File: src/hdl/lcdt_pkg.sv
// Shared codes, widths and result type for the LCD mode and line timing block.
package lcdt_pkg;

	localparam int PHASE_W = 10;
	localparam logic [PHASE_W-1:0] PHASE_MAX = '1;

	localparam logic [1:0] KIND_TICK  = 2'd0;
	localparam logic [1:0] KIND_WRITE = 2'd1;
	localparam logic [1:0] KIND_READ  = 2'd2;

	localparam logic [1:0] MODE_HBLANK = 2'd0;
	localparam logic [1:0] MODE_VBLANK = 2'd1;
	localparam logic [1:0] MODE_OAM    = 2'd2;
	localparam logic [1:0] MODE_XFER   = 2'd3;

	localparam logic [3:0] REG_CONTROL = 4'd0;
	localparam logic [3:0] REG_STATUS  = 4'd1;
	localparam logic [3:0] REG_SCROLLY = 4'd2;
	localparam logic [3:0] REG_SCROLLX = 4'd3;
	localparam logic [3:0] REG_LINE    = 4'd4;
	localparam logic [3:0] REG_COMPARE = 4'd5;
	localparam logic [3:0] REG_BGPAL   = 4'd6;
	localparam logic [3:0] REG_OBPAL0  = 4'd7;
	localparam logic [3:0] REG_OBPAL1  = 4'd8;
	localparam logic [3:0] REG_WINY    = 4'd9;
	localparam logic [3:0] REG_WINX    = 4'd10;

	localparam logic [7:0] LAST_VISIBLE = 8'd143;
	localparam logic [7:0] LAST_LINE    = 8'd153;
	localparam logic [7:0] LINE_LIMIT   = 8'd154;

	// Bit positions: control display enable, and the status enables as stored (bits 6..3).
	localparam int CTL_DISPLAY = 7;
	localparam int EN_COINCIDE = 3;
	localparam int EN_OAM      = 2;
	localparam int EN_VBLANK   = 1;
	localparam int EN_HBLANK   = 0;

	localparam logic [1:0] SW_SCROLLY = 2'd0;
	localparam logic [1:0] SW_SCROLLX = 2'd1;
	localparam logic [1:0] SW_WINY    = 2'd2;
	localparam logic [1:0] SW_WINX    = 2'd3;

	typedef struct packed {
		logic [7:0] read_data;
		logic [7:0] line_now;
		logic [1:0] mode_now;
		logic       vblank_irq;
		logic       stat_irq;
	} result_t;

endpackage

File: src/hdl/lcd_mode_and_line_timing.sv
// LCD mode sequencing, line counter, line compare and register file.
//
// Usage: every input transfer carries one item: a timing tick (kind 0), a
// register write (kind 1) or a register read (kind 2). Each item yields exactly
// one result transfer with the read byte (zero unless a read), the line and
// mode after the item, and single-item interrupt request pulses.
// The state registers update at the input transfer and the result is registered
// in the output register, or in the skid register while the receiver stalls.
// Throughput is one item per cycle while the skid register is empty; the figure is set by
// the single pass of next-state logic between the state registers and the output register.
// When the receiver stalls, one further item is taken into a skid register, then input
// ready drops until the skid entry moves into the output register.
// Reset puts the state registers to zero: h-blank, line 0, phase count 0, display off,
// and clears the output valid flags. Ticks advance the timing with display off too.
module lcd_mode_and_line_timing #(
	parameter int OAM_LEN         = 80,
	parameter int TRANSFER_LEN    = 172,
	parameter int HBLANK_LEN      = 204,
	parameter int VBLANK_LINE_LEN = 456,
	parameter int TICK_STEP       = 4
) (
	input  logic       clk,
	input  logic       arst_n,
	input  logic       in_valid,
	output logic       in_ready,
	input  logic [1:0] kind,
	input  logic [3:0] reg_index,
	input  logic [7:0] write_data,
	output logic       out_valid,
	input  logic       out_ready,
	output logic [7:0] read_data,
	output logic [7:0] line_now,
	output logic [1:0] mode_now,
	output logic       vblank_irq,
	output logic       stat_irq
);

	localparam int PW = lcdt_pkg::PHASE_W;
	localparam logic [PW-1:0] OAM_L    = PW'(OAM_LEN);
	localparam logic [PW-1:0] XFER_L   = PW'(TRANSFER_LEN);
	localparam logic [PW-1:0] HBLANK_L = PW'(HBLANK_LEN);
	localparam logic [PW-1:0] VBLANK_L = PW'(VBLANK_LINE_LEN);
	localparam logic [PW:0]   STEP     = (PW+1)'(TICK_STEP);

	logic [1:0]    mode_q;
	logic [PW-1:0] phase_q;
	logic [7:0]    line_q;
	logic [7:0]    compare_q;
	logic [7:0]    control_q;
	logic [3:0]    enables_q;
	logic          coincide_q;
	logic [7:0]    sw_q [4];
	logic [7:0]    bgpal_q;
	logic [5:0]    obpal_q [2];

	logic [1:0]    mode_d;
	logic [PW-1:0] phase_d;
	logic [7:0]    line_d;
	logic [7:0]    compare_d;
	logic          coincide_d;
	logic          do_cmp;
	logic          cmp_eq;
	logic [PW-1:0] limit;
	logic [PW:0]   phase_sum;
	logic [7:0]    line_inc;
	lcdt_pkg::result_t res;

	lcdt_pkg::result_t out_q, skid_q;
	logic              out_valid_q, skid_valid_q;
	logic              accept;

	assign in_ready = !skid_valid_q;
	assign accept   = in_valid && in_ready;

	assign phase_sum = {1'b0, phase_q} + STEP;
	assign line_inc  = line_q + 8'd1;

	always_comb begin
		unique case (mode_q)
			lcdt_pkg::MODE_OAM:    limit = OAM_L;
			lcdt_pkg::MODE_XFER:   limit = XFER_L;
			lcdt_pkg::MODE_HBLANK: limit = HBLANK_L;
			default:               limit = VBLANK_L;
		endcase
	end

	always_comb begin
		mode_d         = mode_q;
		phase_d        = phase_q;
		line_d         = line_q;
		compare_d      = compare_q;
		do_cmp         = 1'b0;
		res            = '0;
		case (kind)
			lcdt_pkg::KIND_TICK: begin
				if (phase_q < limit) begin
					phase_d = phase_sum[PW] ? lcdt_pkg::PHASE_MAX : phase_sum[PW-1:0];
				end else begin
					phase_d = '0;
					unique case (mode_q)
						lcdt_pkg::MODE_OAM: begin
							mode_d = lcdt_pkg::MODE_XFER;
						end
						lcdt_pkg::MODE_XFER: begin
							mode_d = lcdt_pkg::MODE_HBLANK;
							res.stat_irq = enables_q[lcdt_pkg::EN_HBLANK];
						end
						lcdt_pkg::MODE_HBLANK: begin
							line_d = line_inc;
							do_cmp = (line_inc < lcdt_pkg::LINE_LIMIT);
							if (line_q == lcdt_pkg::LAST_VISIBLE) begin
								mode_d = lcdt_pkg::MODE_VBLANK;
								res.vblank_irq = control_q[lcdt_pkg::CTL_DISPLAY];
								res.stat_irq = enables_q[lcdt_pkg::EN_VBLANK];
							end else begin
								mode_d = lcdt_pkg::MODE_OAM;
								res.stat_irq = enables_q[lcdt_pkg::EN_OAM];
							end
						end
						default: begin
							do_cmp = 1'b1;
							if (line_q == lcdt_pkg::LAST_LINE) begin
								mode_d = lcdt_pkg::MODE_OAM;
								line_d = '0;
							end else begin
								line_d = line_inc;
								do_cmp = (line_inc < lcdt_pkg::LINE_LIMIT);
							end
						end
					endcase
				end
			end
			lcdt_pkg::KIND_WRITE: begin
				case (reg_index)
					lcdt_pkg::REG_CONTROL: begin
						// Turning the display off restarts the frame timing.
						if (control_q[lcdt_pkg::CTL_DISPLAY]
								&& !write_data[lcdt_pkg::CTL_DISPLAY]) begin
							phase_d = '0;
							mode_d  = lcdt_pkg::MODE_HBLANK;
							line_d  = '0;
							do_cmp  = 1'b1;
						end
					end
					lcdt_pkg::REG_LINE: line_d = write_data;
					lcdt_pkg::REG_COMPARE: begin
						compare_d = write_data;
						do_cmp    = 1'b1;
					end
					default: ;
				endcase
			end
			lcdt_pkg::KIND_READ: begin
				case (reg_index)
					lcdt_pkg::REG_CONTROL: res.read_data = control_q;
					lcdt_pkg::REG_STATUS:  res.read_data = {1'b0, enables_q, coincide_q, mode_q};
					lcdt_pkg::REG_SCROLLY: res.read_data = sw_q[lcdt_pkg::SW_SCROLLY];
					lcdt_pkg::REG_SCROLLX: res.read_data = sw_q[lcdt_pkg::SW_SCROLLX];
					lcdt_pkg::REG_LINE:    res.read_data = line_q;
					lcdt_pkg::REG_COMPARE: res.read_data = compare_q;
					lcdt_pkg::REG_BGPAL:   res.read_data = bgpal_q;
					lcdt_pkg::REG_OBPAL0:  res.read_data = {obpal_q[0], 2'b00};
					lcdt_pkg::REG_OBPAL1:  res.read_data = {obpal_q[1], 2'b00};
					lcdt_pkg::REG_WINY:    res.read_data = sw_q[lcdt_pkg::SW_WINY];
					lcdt_pkg::REG_WINX:    res.read_data = sw_q[lcdt_pkg::SW_WINX];
					default:               res.read_data = '0;
				endcase
			end
			default: ;
		endcase

		// The line compare runs after whatever moved the line or the compare value.
		cmp_eq     = (line_d == compare_d);
		coincide_d = coincide_q;
		if (do_cmp) begin
			coincide_d = cmp_eq;
			if (cmp_eq && enables_q[lcdt_pkg::EN_COINCIDE]) begin
				res.stat_irq = 1'b1;
			end
		end
		res.line_now = line_d;
		res.mode_now = mode_d;
	end

	always_ff @(posedge clk or negedge arst_n) begin
		if (!arst_n) begin
			mode_q     <= lcdt_pkg::MODE_HBLANK;
			phase_q    <= '0;
			line_q     <= '0;
			compare_q  <= '0;
			control_q  <= '0;
			enables_q  <= '0;
			coincide_q <= 1'b0;
			sw_q[0]    <= '0;
			sw_q[1]    <= '0;
			sw_q[2]    <= '0;
			sw_q[3]    <= '0;
			bgpal_q    <= '0;
			obpal_q[0] <= '0;
			obpal_q[1] <= '0;
		end else if (accept) begin
			mode_q     <= mode_d;
			phase_q    <= phase_d;
			line_q     <= line_d;
			compare_q  <= compare_d;
			coincide_q <= coincide_d;
			if (kind == lcdt_pkg::KIND_WRITE) begin
				case (reg_index)
					lcdt_pkg::REG_CONTROL: control_q <= write_data;
					lcdt_pkg::REG_STATUS:  enables_q <= write_data[6:3];
					lcdt_pkg::REG_SCROLLY: sw_q[lcdt_pkg::SW_SCROLLY] <= write_data;
					lcdt_pkg::REG_SCROLLX: sw_q[lcdt_pkg::SW_SCROLLX] <= write_data;
					lcdt_pkg::REG_BGPAL:   bgpal_q <= write_data;
					lcdt_pkg::REG_OBPAL0:  obpal_q[0] <= write_data[7:2];
					lcdt_pkg::REG_OBPAL1:  obpal_q[1] <= write_data[7:2];
					lcdt_pkg::REG_WINY:    sw_q[lcdt_pkg::SW_WINY] <= write_data;
					lcdt_pkg::REG_WINX:    sw_q[lcdt_pkg::SW_WINX] <= write_data;
					default: ;
				endcase
			end
		end
	end

	// Output register with one skid entry behind it.
	always_ff @(posedge clk or negedge arst_n) begin
		if (!arst_n) begin
			out_valid_q  <= 1'b0;
			skid_valid_q <= 1'b0;
		end else if (out_ready || !out_valid_q) begin
			if (skid_valid_q) begin
				out_valid_q  <= 1'b1;
				skid_valid_q <= 1'b0;
			end else begin
				out_valid_q <= accept;
			end
		end else if (accept) begin
			skid_valid_q <= 1'b1;
		end
	end

	always_ff @(posedge clk) begin
		if (out_ready || !out_valid_q) begin
			if (skid_valid_q) begin
				out_q <= skid_q;
			end else if (accept) begin
				out_q <= res;
			end
		end else if (accept) begin
			skid_q <= res;
		end
	end

	assign out_valid  = out_valid_q;
	assign read_data  = out_q.read_data;
	assign line_now   = out_q.line_now;
	assign mode_now   = out_q.mode_now;
	assign vblank_irq = out_q.vblank_irq;
	assign stat_irq   = out_q.stat_irq;

endmodule

File: config.mk
export PLATFORM = sky130hd
export DESIGN_NAME = lcd_mode_and_line_timing
export DESIGN_NICKNAME = d
export VERILOG_FILES = /design/src/hdl/lcdt_pkg.sv /design/src/hdl/lcd_mode_and_line_timing.sv
export SDC_FILE = /design/constraint.sdc
export NUM_CORES = 1
export LEC_CHECK = 0
export ABC_CLOCK_PERIOD_IN_PS = 6400
export BUFFER_PORTS_ARGS = -buffer_cell sky130_fd_sc_hd__buf_2
export CORE_MARGIN = 2
export CORE_UTILIZATION = 59
export DETAILED_ROUTE_END_ITERATION = 16
export PLACE_DENSITY = 0.77
export SYNTH_ARGS = -nofsm -noshare
export SYNTH_HDL_FRONTEND = slang
export SYNTH_SLANG_ARGS = --single-unit
File: constraint.sdc
create_clock -name clk -period 6.4 [get_ports clk]
set_input_delay 1.28 -clock clk [delete_from_list [all_inputs] [get_ports clk]]
set_output_delay 1.28 -clock clk [all_outputs]
set_load 0.01 [all_outputs]
==> summary.txt <==
Worst setup path
  – CP required: 6680 ps
  – RR Startpoint: mode_q[1]
  – Crit-path max cell delay: 740 ps
  – Setup CP Type: reg2reg
  – Startpoint class of the critical path: flip-flop
  – Critical path arrival: 4260 ps
  – CP Max Fanout: 14
  – Critical path, cell by cell: inv_1 > ha_1 > inv_1 > ha_1 > nand4b_2 > o221a_2 > nand2_2 > a221oi_1 > o21ai_0 > a2111oi_2 > nand3_2 > a2bb2oi_2
  – Critical Path Slowest Stage Cell: a221oi_1
  – Worst Setup SP: mode_q[1]
  – Nature of the critical path endpoint: flip-flop

Global routing
  – Total track usage: 0.325
  – Initial antenna violation count: 0
  – First-pass GRT wire length: around 35 mm
  – Number of global-route vias before repair: 6,163
  – Largest net degree at the start of global routing: between 80 and 90
  – GR Overflow Total: 0

Route
  – 1st-pass router iterations: 5
  – DR vias: 6,250
  – Final wirelength: 22.0 mm
  – Wire per inst: 23.6 µm
  – DRT antenna net count: 0
  – Via density: 6.72
  – DR iter-0 viols: 660
  – DR DRC count: 0

Final layout
  – Antenna cells: 0
  – Syn-to-layout area delta: 11.6%
  – Fin nets: 777
  – Share of cells above drive strength 1: 0.245

Die
  – Initial Utilization: 0.605
  – Ports: 40
  – Row cnt: between 40 and 50
  – Die H: 118 µm
  – Die ar.: 0.0139 mm²
  – Die X-Extent: 118 µm
  – Core area: ~0.013 mm²

Power
  – Peak supply drop: 0.158 mV
  – Pwr dens: 319 mW/mm²
  – Static Leak: 3.62 nW
  – Design Power: 2.73 mW

CTS
  – CTS max path bufs: 2
  – CTS tree: done
  – Postcts setup bufs: 0
  – CTS H-tree lvls: 4
  – Post-cts sizing count: 0
  – Clk Latency, worst-skew pair: 420 ps
  – TritonCTS Buffers: 17
  – Clock slew at reported path FFs: ~60 ps
  – Cts hold-fix bufs: 0
  – Clock Tree Root: clkbuf_16
  – Clk sinks: 133

Logic synthesis
  – Synth Instances: 729
  – Synthesized area per cell: roughly 11 µm²
  – Count leader, synth: dfrtp_1
  – Net Count, Synth: 761
  – Sequential fraction of the synthesis area: 0.460
  – Post-synth EDFFs: 40
  – #FFs+latches synth: 133
  – Synth Flop Type: dfrtp_1
  – Post-synth top area share: 0.303
  – FFs w/ async S/R, synth: 0.699
  – Synth warn: 0
  – Cell variety after synth: 78
  – Synth Cell Area: 0.00767 mm²
  – Most instantiated cells after synthesis: dfrtp_1, mux2_2, nand2_1
  – Synth top area cells: dfrtp_1, edfxtp_1, mux2_2
  – Cell taking the most area after synthesis: dfrtp_1

STA
  – RSZ-0062 raised after global routing: false
  – Worst-Margin Slew: 1110 ps
  – Final setup viols: 0
  – Total negative slack: 0 ps
  – Slew Limit Fails: 0
  – Hold Violations, Final: 0
  – Fin crit share: 0.622
  – Post-layout min period: 3980 ps
  – Skew final: 9.36 ps
  – Setup ws final: about 2400 ps
  – Rel. slew slack: 0.257
  – Fmax: roughly 0.25 GHz

Placement
  – Setup WS pre-CTS: 2220 ps
  – GP Congestion: 1.02
  – PortBufs: 39
  – Hpwl dp: 15.4 mm

Min path
  – Worst Hold Class: reg2reg
  – Hold Startpoint: sw_q[6]

Job
  – MaxCap Viol Count: 0

Run status
  – Status: finished clean
## per-layer routing
| metal | global-route usage | vias to the layer above | wire [µm] |
|---|---|---|---|
| met4 | 0.112 | 0 | 529 |
| li1 | - | 2775 | - |
| met3 | 0.0533 | 53 | 1700 |
| met2 | 0.492 | 303 | 9890 |
| met5 | 0 | - | 0 |
| met1 | 0.476 | 3119 | 9860 |
## layout by cell type, fill, tap and decap left out, types with 8 or more instances in the layout
cell | Yosys | routed
a21oi_1 | 38 | 38
a22oi_1 | 11 | 11
a31oi_1 | 10 | 10
buf_2 | 10 | 38
clkbuf_16 | 0 | 19
dfrtp_1 | 93 | 93
edfxtp_1 | 40 | 40
ha_1 | 14 | 14
inv_1 | 18 | 18
mux2_2 | 91 | 91
mux2i_1 | 20 | 20
nand2_1 | 70 | 70
nand2b_1 | 11 | 11
nand3_1 | 17 | 17
nor2_1 | 44 | 44
nor2b_1 | 8 | 8
nor3_1 | 18 | 18
o21ai_0 | 37 | 37
o31ai_1 | 12 | 12
## layout make-up
| class | count | area, µm² |
|---|---|---|
| multi-input cells | 532 | 3870 |
| clock buffers | 21 | 493 |
| inverters | 19 | 71.3 |
| flip-flops and latches | 133 | 3530 |
| well taps | 172 | 215 |
| clock inverters | 11 | 160 |
| fillers | 972 | 4110 |
| repair buffers | 42 | 220 |
## registers in the layout, indices dropped and copies added (netlist names)
name / count
read_data: 8
compare_q: 8
coincide_q: 1
control_q: 8
skid_q: 20
enables_q: 4
bgpal_q: 8
mode_q: 2
obpal_q: 12
stat_irq: 1
vblank_irq: 1
out_valid: 1
mode_now: 2
skid_valid_q: 1
phase_q: 8
line_q: 8
sw_q: 32
line_now: 8
## metrics by stage
stage	hold slack (ps)	instances	area (µm²)	util
after CTS	505	930	8560	0.676
after global routing	508	930	8560	0.676
after global placement	486	898	7910	0.624
after detailed placement	491	898	7910	0.624
final	503	930	8560	0.676
after floorplan	463	729	7670	-
## power breakdown
part / switching (mW) / internal, mW / leakage, nW
registers: 0.129 / 0.992 / 1.62
clock network: 0.390 / 0.677 / 0.313
logic: 0.318 / 0.225 / 1.68
total: 0.837 / 1.89 / 3.62
## worst paths after layout
check                           slack, ps  depth (start not counted)          to
worst max-delay path                 2420                         12    stat_irq
worst min-delay path                  500                          1     sw_q[6]
min in group asynchronous             700                          1  phase_q[4]
worst min register to register        500                          1     sw_q[6]
max in group asynchronous            4440                          2    sw_q[25]
worst max register to register       2420                         12    stat_irq
## worst max-delay path, delay by kind of cell, from the launching register on
kind                       cells  cell delay [ps]
and+or+nand+nor                3              480
DFF                            1              570
adders and majority gates      2              730
AOI/OAI and AO/OA              5             1700
buffers and inverters          2              340
## cell families after synthesis
group | count (synthesis) | synth area share
buffers and inverters | 64 | 0.0351
muxes | 112 | 0.162
and+or+nand+nor | 215 | 0.144
adders and majority gates | 14 | 0.0228
AOI/OAI and AO/OA | 189 | 0.174
xor gates and xnor gates | 2 | 0.00228
DFF | 133 | 0.460
Note: power is estimated with default switching activity, not from simulation.
